--- src/rtl/core/emg_envelope_level_meter_defines.svh ---
// Assertion macros shared by the envelope level meter RTL.
// Expects clk and rst_n in the scope where a macro is used.
`ifndef EMG_ENVELOPE_LEVEL_METER_DEFINES_SVH
`define EMG_ENVELOPE_LEVEL_METER_DEFINES_SVH

`ifndef SYNTHESIS
`define EMG_ASSERT(lbl, prop, msg) \
    lbl: assert property (@(posedge clk) disable iff (!rst_n) prop) else $error(msg);
`define EMG_ASSERT_NEVER(lbl, cond, msg) \
    lbl: assert property (@(posedge clk) disable iff (!rst_n) !(cond)) else $error(msg);
`else
`define EMG_ASSERT(lbl, prop, msg)
`define EMG_ASSERT_NEVER(lbl, cond, msg)
`endif

`endif

--- src/rtl/core/emg_pkg.sv ---
// Types, constants and helper functions for the envelope level meter.
// No dependencies; every module and interface of the block imports this package.
package emg_pkg;

    localparam int SAMPLE_BITS = 12;
    localparam int CENTER_BITS = SAMPLE_BITS + 1;
    localparam int ALPHA_BITS  = 16;
    localparam int FS_BITS     = 12;
    localparam int LEVEL_BITS  = 7;
    localparam int BLOCK_BITS  = 7;
    localparam int COUNT_BITS  = 6;
    localparam int LED_BITS    = 4;
    localparam int SERVO_BITS  = 8;
    localparam int PROD_BITS   = 15;
    localparam int ADDR_BITS   = 5;
    localparam int DATA_BITS   = 32;

    localparam int MAX_BLOCK     = 64;
    localparam int PERCENT_SCALE = 100;
    localparam int SERVO_SPAN    = 180;
    localparam int SERVO_MID     = 90;
    localparam int QUEUE_DEPTH   = 2;

    // x / 100 == (x * DIV100_RECIP) >> DIV100_SHIFT for every x below 2**PROD_BITS
    localparam int DIV100_RECIP = 10486;
    localparam int DIV100_SHIFT = 20;
    localparam int DIV100_WIDE  = PROD_BITS + 14;

    localparam logic [SAMPLE_BITS-1:0] OFFSET_RST     = 12'd1280;
    localparam logic [ALPHA_BITS-1:0]  ALPHA_RST      = 16'd655;
    localparam logic [FS_BITS-1:0]     FULL_SCALE_RST = 12'd220;
    localparam logic [LEVEL_BITS-1:0]  DEAD_ZONE_RST  = 7'd35;
    localparam logic [BLOCK_BITS-1:0]  BLOCK_LEN_RST  = 7'd10;

    typedef enum logic [2:0] {
        REG_OFFSET,
        REG_ALPHA,
        REG_FULL_SCALE,
        REG_DEAD_ZONE,
        REG_BLOCK_LEN
    } emg_reg_t;

    typedef struct packed {
        logic [SAMPLE_BITS-1:0] offset;
        logic [ALPHA_BITS-1:0]  alpha_q16;
        logic [FS_BITS-1:0]     full_scale;
        logic [LEVEL_BITS-1:0]  dead_zone;
        logic [BLOCK_BITS-1:0]  samples_per_update;
    } emg_cfg_t;

    typedef struct packed {
        logic [CENTER_BITS-1:0] centered;
        logic [SAMPLE_BITS-1:0] rect;
        logic                   block_end;
    } emg_item_t;

    typedef enum logic [2:0] {
        ST_IDLE,
        ST_MULT,
        ST_ACC,
        ST_CLAMP,
        ST_DIV,
        ST_SCALE,
        ST_TRIM,
        ST_EMIT
    } emg_back_state_t;

    function automatic logic [SERVO_BITS-1:0] div100(input logic [PROD_BITS-1:0] x);
        logic [DIV100_WIDE-1:0] p;
        p = DIV100_WIDE'(x) * DIV100_WIDE'(DIV100_RECIP);
        return p[DIV100_SHIFT +: SERVO_BITS];
    endfunction

endpackage

--- src/rtl/core/emg_in_if.sv ---
// Sample channel: valid/ready handshake carrying one converter reading.
// Depends on emg_pkg for the sample width.
interface emg_in_if;
    import emg_pkg::*;

    logic                   valid;
    logic                   ready;
    logic [SAMPLE_BITS-1:0] raw_sample;

    modport source (output valid, output raw_sample, input ready);
    modport sink (input valid, input raw_sample, output ready);
endinterface

--- src/rtl/core/emg_out_if.sv ---
// Result channel: valid/ready handshake carrying the centered sample and levels.
// Depends on emg_pkg for the field widths.
interface emg_out_if;
    import emg_pkg::*;

    logic                          valid;
    logic                          ready;
    logic signed [CENTER_BITS-1:0] centered_sample;
    logic                          level_update;
    logic [LEVEL_BITS-1:0]         level_percent;
    logic [LED_BITS-1:0]           leds_lit;
    logic signed [SERVO_BITS-1:0]  servo_angle;

    modport source (output valid, output centered_sample, output level_update,
                    output level_percent, output leds_lit, output servo_angle,
                    input ready);
    modport sink (input valid, input centered_sample, input level_update,
                  input level_percent, input leds_lit, input servo_angle,
                  output ready);
endinterface

--- src/rtl/core/emg_front.sv ---
// Front end: accepts samples, centers and rectifies them, marks block ends.
// Depends on emg_pkg and emg_in_if.
module emg_front (
    input  logic             clk,
    input  logic             rst_n,
    emg_in_if.sink           sample,
    input  emg_pkg::emg_cfg_t cfg,
    input  logic             full,
    output logic             push,
    output emg_pkg::emg_item_t item
);
    import emg_pkg::*;

    logic [COUNT_BITS-1:0] count_reg, count_next;
    logic [BLOCK_BITS-1:0] block_len;
    logic [BLOCK_BITS-1:0] count_plus;
    logic                  block_end;

    assign sample.ready = !full;
    assign push         = sample.valid && !full;

    always_comb
    begin
        if (cfg.samples_per_update == '0)
        begin
            block_len = BLOCK_BITS'(1);
        end
        else if (cfg.samples_per_update > BLOCK_BITS'(MAX_BLOCK))
        begin
            block_len = BLOCK_BITS'(MAX_BLOCK);
        end
        else
        begin
            block_len = cfg.samples_per_update;
        end

        count_plus = BLOCK_BITS'(count_reg) + BLOCK_BITS'(1);
        block_end  = count_plus >= block_len;

        item.centered  = {1'b0, sample.raw_sample} - {1'b0, cfg.offset};
        item.rect      = (sample.raw_sample >= cfg.offset) ? sample.raw_sample - cfg.offset
                                                           : cfg.offset - sample.raw_sample;
        item.block_end = block_end;

        count_next = count_reg;
        if (push)
        begin
            count_next = block_end ? '0 : count_plus[COUNT_BITS-1:0];
        end
    end

    always_ff @(posedge clk or negedge rst_n)
    begin
        if (!rst_n)
        begin
            count_reg <= '0;
        end
        else
        begin
            count_reg <= count_next;
        end
    end

endmodule

--- src/rtl/core/emg_queue.sv ---
// Short queue of classified samples between the front and back ends.
// Depends on emg_pkg and the assertion macros header.
`include "emg_envelope_level_meter_defines.svh"

module emg_queue (
    input  logic               clk,
    input  logic               rst_n,
    input  logic               push,
    input  emg_pkg::emg_item_t wr_item,
    input  logic               pop,
    output emg_pkg::emg_item_t rd_item,
    output logic               full,
    output logic               empty
);
    import emg_pkg::*;

    localparam int PTR_BITS = $clog2(QUEUE_DEPTH);
    localparam int CNT_BITS = $clog2(QUEUE_DEPTH + 1);

    emg_item_t             entry_reg [QUEUE_DEPTH];
    logic [PTR_BITS-1:0]   wr_ptr_reg, wr_ptr_next;
    logic [PTR_BITS-1:0]   rd_ptr_reg, rd_ptr_next;
    logic [CNT_BITS-1:0]   count_reg, count_next;

    assign full    = count_reg == CNT_BITS'(QUEUE_DEPTH);
    assign empty   = count_reg == '0;
    assign rd_item = entry_reg[rd_ptr_reg];

    always_comb
    begin
        wr_ptr_next = wr_ptr_reg;
        rd_ptr_next = rd_ptr_reg;
        count_next  = count_reg;
        if (push)
        begin
            wr_ptr_next = (wr_ptr_reg == PTR_BITS'(QUEUE_DEPTH - 1)) ? '0
                                                                     : wr_ptr_reg + 1'b1;
        end
        if (pop)
        begin
            rd_ptr_next = (rd_ptr_reg == PTR_BITS'(QUEUE_DEPTH - 1)) ? '0
                                                                     : rd_ptr_reg + 1'b1;
        end
        if (push && !pop)
        begin
            count_next = count_reg + 1'b1;
        end
        else if (pop && !push)
        begin
            count_next = count_reg - 1'b1;
        end
    end

    always_ff @(posedge clk or negedge rst_n)
    begin
        if (!rst_n)
        begin
            wr_ptr_reg <= '0;
            rd_ptr_reg <= '0;
            count_reg  <= '0;
        end
        else
        begin
            wr_ptr_reg <= wr_ptr_next;
            rd_ptr_reg <= rd_ptr_next;
            count_reg  <= count_next;
        end
    end

    always_ff @(posedge clk)
    begin
        if (push)
        begin
            entry_reg[wr_ptr_reg] <= wr_item;
        end
    end

    `EMG_ASSERT_NEVER(a_no_overflow, push && full, "queue written while full")
    `EMG_ASSERT_NEVER(a_no_underflow, pop && empty, "queue read while empty")
    `EMG_ASSERT(a_count_range, count_reg <= CNT_BITS'(QUEUE_DEPTH), "queue count out of range")

endmodule

--- src/rtl/core/emg_back.sv ---
// Back end: envelope update, block-end clamp, serial percent divide, level scaling
// and the output register. Depends on emg_pkg, emg_out_if and the macros header.
`include "emg_envelope_level_meter_defines.svh"

module emg_back #(
    parameter int FRAC_BITS = 16,
    parameter int LED_COUNT = 8
) (
    input  logic               clk,
    input  logic               rst_n,
    input  emg_pkg::emg_cfg_t  cfg,
    input  logic               empty,
    input  emg_pkg::emg_item_t rd_item,
    output logic               pop,
    emg_out_if.source          result
);
    import emg_pkg::*;

    localparam int EW = SAMPLE_BITS + FRAC_BITS;      // envelope width
    localparam int PW = EW + ALPHA_BITS + 2;          // weighted difference width
    localparam int NW = EW + LEVEL_BITS;              // dividend width
    localparam int BC = $clog2(LEVEL_BITS);

    emg_back_state_t        state_reg, state_next;
    emg_item_t              item_reg, item_next;
    logic [EW-1:0]          env_reg, env_next;
    logic signed [PW-1:0]   prod_reg, prod_next;
    logic [NW-1:0]          rem_reg, rem_next;
    logic [NW-1:0]          dvs_reg, dvs_next;
    logic [LEVEL_BITS-1:0]  quo_reg, quo_next;
    logic [BC-1:0]          bit_cnt_reg, bit_cnt_next;
    logic [LEVEL_BITS-1:0]  held_reg, held_next;
    logic [PROD_BITS-1:0]   led_prod_reg, led_prod_next;
    logic [PROD_BITS-1:0]   servo_prod_reg, servo_prod_next;
    logic [LED_BITS-1:0]    leds_reg, leds_next;
    logic [SERVO_BITS-1:0]  servo_reg, servo_next;

    logic                   out_valid_reg, out_valid_next;
    logic [CENTER_BITS-1:0] out_centered_reg, out_centered_next;
    logic                   out_update_reg, out_update_next;
    logic [LEVEL_BITS-1:0]  out_level_reg, out_level_next;
    logic [LED_BITS-1:0]    out_leds_reg, out_leds_next;
    logic [SERVO_BITS-1:0]  out_servo_reg, out_servo_next;

    logic [FS_BITS-1:0]     fs;
    logic [EW-1:0]          full_q;
    logic [EW-1:0]          rect_q;
    logic [EW-1:0]          env_c;
    logic signed [EW:0]     diff;
    logic signed [PW-1:0]   acc;
    logic [LEVEL_BITS-1:0]  level;
    logic [SERVO_BITS-1:0]  led_q;
    logic [SERVO_BITS-1:0]  servo_q;

    assign result.valid           = out_valid_reg;
    assign result.centered_sample = $signed(out_centered_reg);
    assign result.level_update    = out_update_reg;
    assign result.level_percent   = out_level_reg;
    assign result.leds_lit        = out_leds_reg;
    assign result.servo_angle     = $signed(out_servo_reg);

    always_comb
    begin
        fs     = (cfg.full_scale == '0) ? FS_BITS'(1) : cfg.full_scale;
        full_q = {fs, {FRAC_BITS{1'b0}}};
        rect_q = {item_reg.rect, {FRAC_BITS{1'b0}}};
        env_c  = (env_reg > full_q) ? full_q : env_reg;
        // env + alpha*(rect - env) / 2^16, floored; equals the weighted average.
        diff   = $signed({1'b0, rect_q}) - $signed({1'b0, env_reg});
        acc    = $signed({{(PW - EW){1'b0}}, env_reg}) + (prod_reg >>> ALPHA_BITS);
        level  = (quo_reg < cfg.dead_zone) ? '0 : quo_reg;
        led_q  = div100(led_prod_reg);
        servo_q = div100(servo_prod_reg);

        state_next      = state_reg;
        item_next       = item_reg;
        env_next        = env_reg;
        prod_next       = prod_reg;
        rem_next        = rem_reg;
        dvs_next        = dvs_reg;
        quo_next        = quo_reg;
        bit_cnt_next    = bit_cnt_reg;
        held_next       = held_reg;
        led_prod_next   = led_prod_reg;
        servo_prod_next = servo_prod_reg;
        leds_next       = leds_reg;
        servo_next      = servo_reg;
        pop             = 1'b0;

        out_valid_next    = out_valid_reg && !result.ready;
        out_centered_next = out_centered_reg;
        out_update_next   = out_update_reg;
        out_level_next    = out_level_reg;
        out_leds_next     = out_leds_reg;
        out_servo_next    = out_servo_reg;

        case (state_reg)
            ST_IDLE:
            begin
                if (!empty)
                begin
                    pop        = 1'b1;
                    item_next  = rd_item;
                    state_next = ST_MULT;
                end
            end
            ST_MULT:
            begin
                prod_next  = $signed({1'b0, cfg.alpha_q16}) * diff;
                state_next = ST_ACC;
            end
            ST_ACC:
            begin
                env_next   = acc[EW-1:0];
                state_next = item_reg.block_end ? ST_CLAMP : ST_EMIT;
            end
            ST_CLAMP:
            begin
                env_next     = env_c;
                rem_next     = NW'(env_c) * NW'(PERCENT_SCALE);
                dvs_next     = NW'({full_q, {(LEVEL_BITS - 1){1'b0}}});
                quo_next     = '0;
                bit_cnt_next = BC'(LEVEL_BITS - 1);
                state_next   = ST_DIV;
            end
            ST_DIV:
            begin
                // Restoring divide, one quotient bit per cycle, MSB first.
                if (rem_reg >= dvs_reg)
                begin
                    rem_next = rem_reg - dvs_reg;
                    quo_next = {quo_reg[LEVEL_BITS-2:0], 1'b1};
                end
                else
                begin
                    quo_next = {quo_reg[LEVEL_BITS-2:0], 1'b0};
                end
                dvs_next = dvs_reg >> 1;
                if (bit_cnt_reg == '0)
                begin
                    state_next = ST_SCALE;
                end
                else
                begin
                    bit_cnt_next = bit_cnt_reg - 1'b1;
                end
            end
            ST_SCALE:
            begin
                held_next       = level;
                led_prod_next   = PROD_BITS'(level) * PROD_BITS'(LED_COUNT);
                servo_prod_next = PROD_BITS'(level) * PROD_BITS'(SERVO_SPAN);
                state_next      = ST_TRIM;
            end
            ST_TRIM:
            begin
                leds_next  = led_q[LED_BITS-1:0];
                servo_next = SERVO_BITS'(SERVO_MID) - servo_q;
                state_next = ST_EMIT;
            end
            ST_EMIT:
            begin
                if (!out_valid_reg || result.ready)
                begin
                    out_valid_next    = 1'b1;
                    out_centered_next = item_reg.centered;
                    out_update_next   = item_reg.block_end;
                    out_level_next    = held_reg;
                    out_leds_next     = leds_reg;
                    out_servo_next    = servo_reg;
                    state_next        = ST_IDLE;
                end
            end
            default:
            begin
                state_next = ST_IDLE;
            end
        endcase
    end

    always_ff @(posedge clk or negedge rst_n)
    begin
        if (!rst_n)
        begin
            state_reg     <= ST_IDLE;
            env_reg       <= '0;
            held_reg      <= '0;
            leds_reg      <= '0;
            servo_reg     <= SERVO_BITS'(SERVO_MID);
            out_valid_reg <= 1'b0;
        end
        else
        begin
            state_reg     <= state_next;
            env_reg       <= env_next;
            held_reg      <= held_next;
            leds_reg      <= leds_next;
            servo_reg     <= servo_next;
            out_valid_reg <= out_valid_next;
        end
    end

    always_ff @(posedge clk)
    begin
        item_reg         <= item_next;
        prod_reg         <= prod_next;
        rem_reg          <= rem_next;
        dvs_reg          <= dvs_next;
        quo_reg          <= quo_next;
        bit_cnt_reg      <= bit_cnt_next;
        led_prod_reg     <= led_prod_next;
        servo_prod_reg   <= servo_prod_next;
        out_centered_reg <= out_centered_next;
        out_update_reg   <= out_update_next;
        out_level_reg    <= out_level_next;
        out_leds_reg     <= out_leds_next;
        out_servo_reg    <= out_servo_next;
    end

    `EMG_ASSERT(a_quo_range, (state_reg == ST_SCALE) |-> (quo_reg <= LEVEL_BITS'(PERCENT_SCALE)), "percent above one hundred")
    `EMG_ASSERT(a_env_clamped, (state_reg == ST_DIV) |-> (env_reg <= full_q), "envelope not clamped during divide")
    `EMG_ASSERT(a_emit_source, $rose(out_valid_reg) |-> $past(state_reg == ST_EMIT), "result raised outside emit")

endmodule

--- src/rtl/core/emg_envelope_level_meter.sv ---
// The back-end sequencer takes a sample word through the states idle, multiply,
// accumulate and emit; a word that closes a block also passes clamp, the bit-serial
// percent divide, scale and trim. It takes no new word from the queue until the last
// one is emitted, and emit waits while the result channel applies back-pressure.
// Reset (rst_n, asynchronous, active low) loads the register defaults and clears the
// envelope, block count, held level and queue; no clearing pass is needed.
module emg_envelope_level_meter #(
    parameter int FRAC_BITS = 16,
    parameter int LED_COUNT = 8
) (
    input  logic                             clk,
    input  logic                             rst_n,
    emg_in_if.sink                           sample,
    emg_out_if.source                        result,
    input  logic                             psel,
    input  logic                             penable,
    input  logic                             pwrite,
    input  logic [emg_pkg::ADDR_BITS-1:0]    paddr,
    input  logic [emg_pkg::DATA_BITS-1:0]    pwdata,
    output logic [emg_pkg::DATA_BITS-1:0]    prdata,
    output logic                             pready
);
    import emg_pkg::*;

    logic [SAMPLE_BITS-1:0] offset_reg;
    logic [ALPHA_BITS-1:0]  alpha_reg;
    logic [FS_BITS-1:0]     full_scale_reg;
    logic [LEVEL_BITS-1:0]  dead_zone_reg;
    logic [BLOCK_BITS-1:0]  block_len_reg;

    emg_cfg_t  cfg;
    emg_item_t wr_item;
    emg_item_t rd_item;
    logic      push;
    logic      pop;
    logic      full;
    logic      empty;
    logic      wr_en;

    assign pready = 1'b1;
    assign wr_en  = psel && penable && pwrite;

    assign cfg.offset             = offset_reg;
    assign cfg.alpha_q16          = alpha_reg;
    assign cfg.full_scale         = full_scale_reg;
    assign cfg.dead_zone          = dead_zone_reg;
    assign cfg.samples_per_update = block_len_reg;

    always_comb
    begin
        case (paddr[ADDR_BITS-1:2])
            REG_OFFSET:     prdata = DATA_BITS'(offset_reg);
            REG_ALPHA:      prdata = DATA_BITS'(alpha_reg);
            REG_FULL_SCALE: prdata = DATA_BITS'(full_scale_reg);
            REG_DEAD_ZONE:  prdata = DATA_BITS'(dead_zone_reg);
            REG_BLOCK_LEN:  prdata = DATA_BITS'(block_len_reg);
            default:        prdata = '0;
        endcase
    end

    always_ff @(posedge clk or negedge rst_n)
    begin
        if (!rst_n)
        begin
            offset_reg     <= OFFSET_RST;
            alpha_reg      <= ALPHA_RST;
            full_scale_reg <= FULL_SCALE_RST;
            dead_zone_reg  <= DEAD_ZONE_RST;
            block_len_reg  <= BLOCK_LEN_RST;
        end
        else if (wr_en)
        begin
            case (paddr[ADDR_BITS-1:2])
                REG_OFFSET:     offset_reg     <= pwdata[SAMPLE_BITS-1:0];
                REG_ALPHA:      alpha_reg      <= pwdata[ALPHA_BITS-1:0];
                REG_FULL_SCALE: full_scale_reg <= pwdata[FS_BITS-1:0];
                REG_DEAD_ZONE:  dead_zone_reg  <= pwdata[LEVEL_BITS-1:0];
                REG_BLOCK_LEN:  block_len_reg  <= pwdata[BLOCK_BITS-1:0];
                default:        ;
            endcase
        end
    end

    emg_front u_front (
        .clk    (clk),
        .rst_n  (rst_n),
        .sample (sample),
        .cfg    (cfg),
        .full   (full),
        .push   (push),
        .item   (wr_item)
    );

    emg_queue u_queue (
        .clk     (clk),
        .rst_n   (rst_n),
        .push    (push),
        .wr_item (wr_item),
        .pop     (pop),
        .rd_item (rd_item),
        .full    (full),
        .empty   (empty)
    );

    emg_back #(
        .FRAC_BITS (FRAC_BITS),
        .LED_COUNT (LED_COUNT)
    ) u_back (
        .clk     (clk),
        .rst_n   (rst_n),
        .cfg     (cfg),
        .empty   (empty),
        .rd_item (rd_item),
        .pop     (pop),
        .result  (result)
    );

endmodule
--- src/flat_wrapper.sv ---
// flat-port wrapper written by rule: the top's interface ports become plain ports
module emg_envelope_level_meter_flat import emg_pkg::*;
#(
    parameter int FRAC_BITS = 16,
    parameter int LED_COUNT = 8
)
  (clk, rst_n, psel, penable, pwrite, paddr, pwdata, prdata, pready, sample_valid, sample_raw_sample, sample_ready, result_valid, result_centered_sample, result_level_update, result_level_percent, result_leds_lit, result_servo_angle, result_ready);
  emg_in_if sample_i ();
  emg_out_if result_i ();
  input  logic clk;
  input  logic rst_n;
  input  logic psel;
  input  logic penable;
  input  logic pwrite;
  input  logic [emg_pkg::ADDR_BITS-1:0] paddr;
  input  logic [emg_pkg::DATA_BITS-1:0] pwdata;
  output logic [emg_pkg::DATA_BITS-1:0] prdata;
  output logic pready;
  input wire logic [$bits(sample_i.valid)-1:0] sample_valid;
  input wire logic [$bits(sample_i.raw_sample)-1:0] sample_raw_sample;
  output wire logic [$bits(sample_i.ready)-1:0] sample_ready;
  output wire logic [$bits(result_i.valid)-1:0] result_valid;
  output wire logic [$bits(result_i.centered_sample)-1:0] result_centered_sample;
  output wire logic [$bits(result_i.level_update)-1:0] result_level_update;
  output wire logic [$bits(result_i.level_percent)-1:0] result_level_percent;
  output wire logic [$bits(result_i.leds_lit)-1:0] result_leds_lit;
  output wire logic [$bits(result_i.servo_angle)-1:0] result_servo_angle;
  input wire logic [$bits(result_i.ready)-1:0] result_ready;
  assign sample_i.valid = sample_valid;
  assign sample_i.raw_sample = sample_raw_sample;
  assign sample_ready = sample_i.ready;
  assign result_valid = result_i.valid;
  assign result_centered_sample = result_i.centered_sample;
  assign result_level_update = result_i.level_update;
  assign result_level_percent = result_i.level_percent;
  assign result_leds_lit = result_i.leds_lit;
  assign result_servo_angle = result_i.servo_angle;
  assign result_i.ready = result_ready;
  emg_envelope_level_meter #(.FRAC_BITS(FRAC_BITS), .LED_COUNT(LED_COUNT)) u_core (.clk(clk), .rst_n(rst_n), .sample(sample_i), .result(result_i), .psel(psel), .penable(penable), .pwrite(pwrite), .paddr(paddr), .pwdata(pwdata), .prdata(prdata), .pready(pready));
endmodule
--- config.mk ---
export PLATFORM = sky130hd
export DESIGN_NAME = emg_envelope_level_meter_flat
export DESIGN_NICKNAME = d
export VERILOG_FILES = /design/src/rtl/core/emg_pkg.sv /design/src/rtl/core/emg_in_if.sv /design/src/rtl/core/emg_out_if.sv /design/src/rtl/core/emg_front.sv /design/src/rtl/core/emg_queue.sv /design/src/rtl/core/emg_back.sv /design/src/rtl/core/emg_envelope_level_meter.sv /design/src/flat_wrapper.sv
export VERILOG_INCLUDE_DIRS = /design/src /design/src/rtl/core
export SDC_FILE = /design/constraint.sdc
export NUM_CORES = 2
export LEC_CHECK = 0
export BUFFER_PORTS_ARGS = -buffer_cell sky130_fd_sc_hd__buf_2
export CAP_MARGIN = 20
export CORE_UTILIZATION = 65
export DETAILED_ROUTE_END_ITERATION = 8
export GPL_TIMING_DRIVEN = 0
export PLACE_DENSITY = 0.83
export SETUP_SLACK_MARGIN = 0.2
export SYNTH_ARGS = -nofsm -noshare
export SYNTH_HDL_FRONTEND = slang
export SYNTH_SLANG_ARGS = --single-unit
--- constraint.sdc ---
create_clock -name clk -period 13 [get_ports clk]
set_clock_uncertainty 0.1 [all_clocks]
set_input_delay 0.65 -clock clk [delete_from_list [all_inputs] [get_ports clk]]
set_output_delay 0.65 -clock clk [all_outputs]
set_load 0.02 [all_outputs]
==> impl_metrics.csv <==
group,metric,value,unit
yosys,synth_edf_count,233,
setup_path,max_stage_delay,0.71,ns
global_route,grt_usage,32.2,%
yosys,synth_top_area_share,25.7,%
die,die-area,0.0658,mm2
place,port-buffer-count,85,
sta,setup_viol,0,
setup_path,arrival,11.17,ns
die,die_w,256,um
setup_path,critPathBufInv,7,
clocking,postCtsResizedCells,0,
clocking,clkSinkCount,348,
setup_path,worstPathRequired,13.23,ns
route,drt_iter0_markers,2643,
sta,slew_headroom,21.3,%
place,gp_congestion,0.980,
clocking,clkTransAtPathRegs,0.06,ns
hold_path,hold_class,"in2reg",
global_route,met3_usage,5.03,%
clocking,cts_tree,"yes",
route,ant_nets,0,
global_route,grt_pass1_vias,32338,
die,rows,92,
die,die_height,256,um
yosys,synth_most_common_cell,"inv_1",
place,dpl.hpwl,83700,um
yosys,synth_seq_cells,348,
yosys,synthArstFlopShare,33.0,%
layout,nNetsFinal,5612,
sta,period_share,84.1,%
route,vias,31270,
layout,drive_above_1_share,6.55,%
clocking,clk_latency,0.57,ns
die,num_io_pins,124,
global_route,busiest_layer,"met2",
global_route,grt_pass1_wl,167000,um
yosys,synthCells,4383,
setup_path,crit_type,"reg2reg",
yosys,yosys_most_used_dff,"edfxtp_1",
layout,area_delta_synth_final,7.56,%
sta,fin_crit,10.94,ns
setup_path,cp_top_family,"adder cells",
flow_run,maxCapViolations,0,
layout,largest_register_ffs,50,
global_route,met2_usage,53.7,%
route,drt_wl_total,103000,um
setup_path,path_common_cell,"fa_1",
yosys,yosysWarnings,0,
sta,tightestPinTransition,1.17,ns
yosys,yosys-top-cells-area,"fa_1, edfxtp_1, ha_1",
sta,fin_ws,2.06,ns
sta,fin_tns_setup,0,ns
setup_path,crit_slowest_cell,"xnor2_1",
yosys,yosysTopAreaCell,"fa_1",
sta,max_freq,91.4,MHz
setup_path,critical_path.max_fanout,10,
route,first_pass_iters,6,
sta,rsz0062_at_grt,"false",
clocking,clock-root-buffer,"clkbuf_16",
place,pre_cts_ws,2.38,ns
sta,hold_violations,0,
yosys,syn_area_per_cell,9.60,um2
yosys,synthTopCellsByCount,"inv_1, fa_1, nand2_1, ha_1, edfxtp_1",
setup_path,cp-start-kind,"register",
die,coreArea,0.0635,mm2
global_route,grt_overflow,0,
yosys,yosysSeqAreaShare,23.5,%
route,post-route-drc-count,0,
setup_path,worst_setup_path_end_kind,"register",
status,status,"completed",
route,via_per_inst,5.78,
clocking,h-tree-depth,2,
layout,final_core_util,71.3,%
global_route,grt_max_degree,70,
global_route,grt_use_met1,41.0,%
layout,fill_cells,4559,
clocking,clockBufferDepth,3,
yosys,syn_area,0.0421,mm2
route,wire_per_inst,19.1,um
clocking,numCtsBuffers,39,
global_route,antenna_found_initial,3,
die,start_util,66.2,%
yosys,synth_cell_types,85,
sta,maxSlewViolCount,0,
## area by class of cell
type	count	area [um2]	share of cell area, %
clock buffer	48	1080	2.39
antenna	1	2.50	0.00553
multi-input combinational	2981	28200	62.3
clock inverter	23	348	0.768
sequential	348	9900	21.9
buffer	162	693	1.53
tap	846	1060	2.34
timing repair buffer	93	594	1.31
inverter	907	3400	7.52
## per-stage QoR
step | hold slack [ns] | std cells | area, um2
CTS | 0.182 | 5408 | 45300
global placement | 0.301 | 5329 | 43600
global route | 0.204 | 5408 | 45300
floorplan | 0.254 | 4398 | 42200
detailed placement | 0.305 | 5336 | 43800
finish | 0.206 | 5409 | 45300
## repair_timing
| action | CTS | global route |
|---|---|---|
| endpoints found under the hold margin | 38 | 0 |
| hold buffers | 1 | 0 |
| setup buffers | 0 | 0 |
## final timing paths
check / end / startpoint / cells after the start / slack, ns
worst max-delay path: u_core.u_back.prod_reg[43] / u_core.u_back.env_reg[0] / 34 / 2.06
worst max register to register: u_core.u_back.prod_reg[43] / u_core.u_back.env_reg[0] / 34 / 2.06
worst min register to register: u_core.u_back.result.centered_sample[11] / u_core.u_back.item_reg[24] / 0 / 0.32
min in group asynchronous: u_core.offset_reg[9] / rst_n / 2 / 0.48
worst min-delay path: u_core.alpha_reg[12] / pwdata[12] / 2 / 0.21
max in group asynchronous: u_core.u_back.env_reg[1] / rst_n / 3 / 11.55
## worst reg2reg max path: cells and delay by family, from the launching register on
family | cells | cell delay [ns]
adder cells (fa/ha/maj) | 8 | 3.81
AO/OA/AOI/OAI | 11 | 2.62
AND/OR/NAND/NOR | 6 | 1.44
buffers and inverters | 7 | 1.38
XOR/XNOR | 2 | 0.96
flip-flops | 1 | 0.42
## cell usage in the layout (no fill, tap or decap), types with 8 or more instances in the layout
master     netlist  routed
inv_1          905     905
fa_1           541     541
nand2_1        514     513
ha_1           483     483
edfxtp_1       233     233
and2_1         171     171
o21ai_0        171     170
nor2_1         168     165
a21oi_1        161     161
clkbuf_1       133     137
xnor2_1        113     113
dfrtp_1         93      93
buf_2            2      86
a21o_1          82      82
mux2_2          67      67
xor2_1          61      61
nor3_1          49      48
clkbuf_16        0      41
nor2b_1         34      34
nand2b_1        32      32
nand3_1         29      29
o21a_1          24      24
dfstp_2         22      22
and3_1          19      19
o21bai_1        18      18
buf_4           18      18
a211oi_1        18      18
a22oi_1         17      17
conb_1           2      17
o22ai_1         14      14
or3_1           13      13
nand4_1         13      13
o211ai_1        12      12
mux2i_1         11      11
a31oi_1          9       9
nor4_1           8       8
a21boi_0         8       8
bufinv_16        0       8
## layer usage
| metal | share of wire, % | wire (um) |
|---|---|---|
| met1 | 39 | 39900 |
| met4 | 5.7 | 5830 |
| met3 | 7.9 | 8100 |
| met5 | 0.020 | 21 |
| met2 | 48 | 49200 |
## cell families (layout without fill, tap and decap cells)
logic type               after synthesis  in the layout  share of synthesized area (%)
AO/OA/AOI/OAI                        609            609                           9.00
XOR/XNOR                             177            177                           3.74
adder cells (fa/ha/maj)             1024           1024                           40.1
buffers and inverters               1069           1233                           9.73
flip-flops                           348            348                           23.5
multiplexers                          78             78                           2.05
other                                  2             18                         0.0178
AND/OR/NAND/NOR                     1076           1076                           11.8
Power is not shown: default switching activity piles up to over one toggle a cycle in this logic, so the estimate is an artifact.
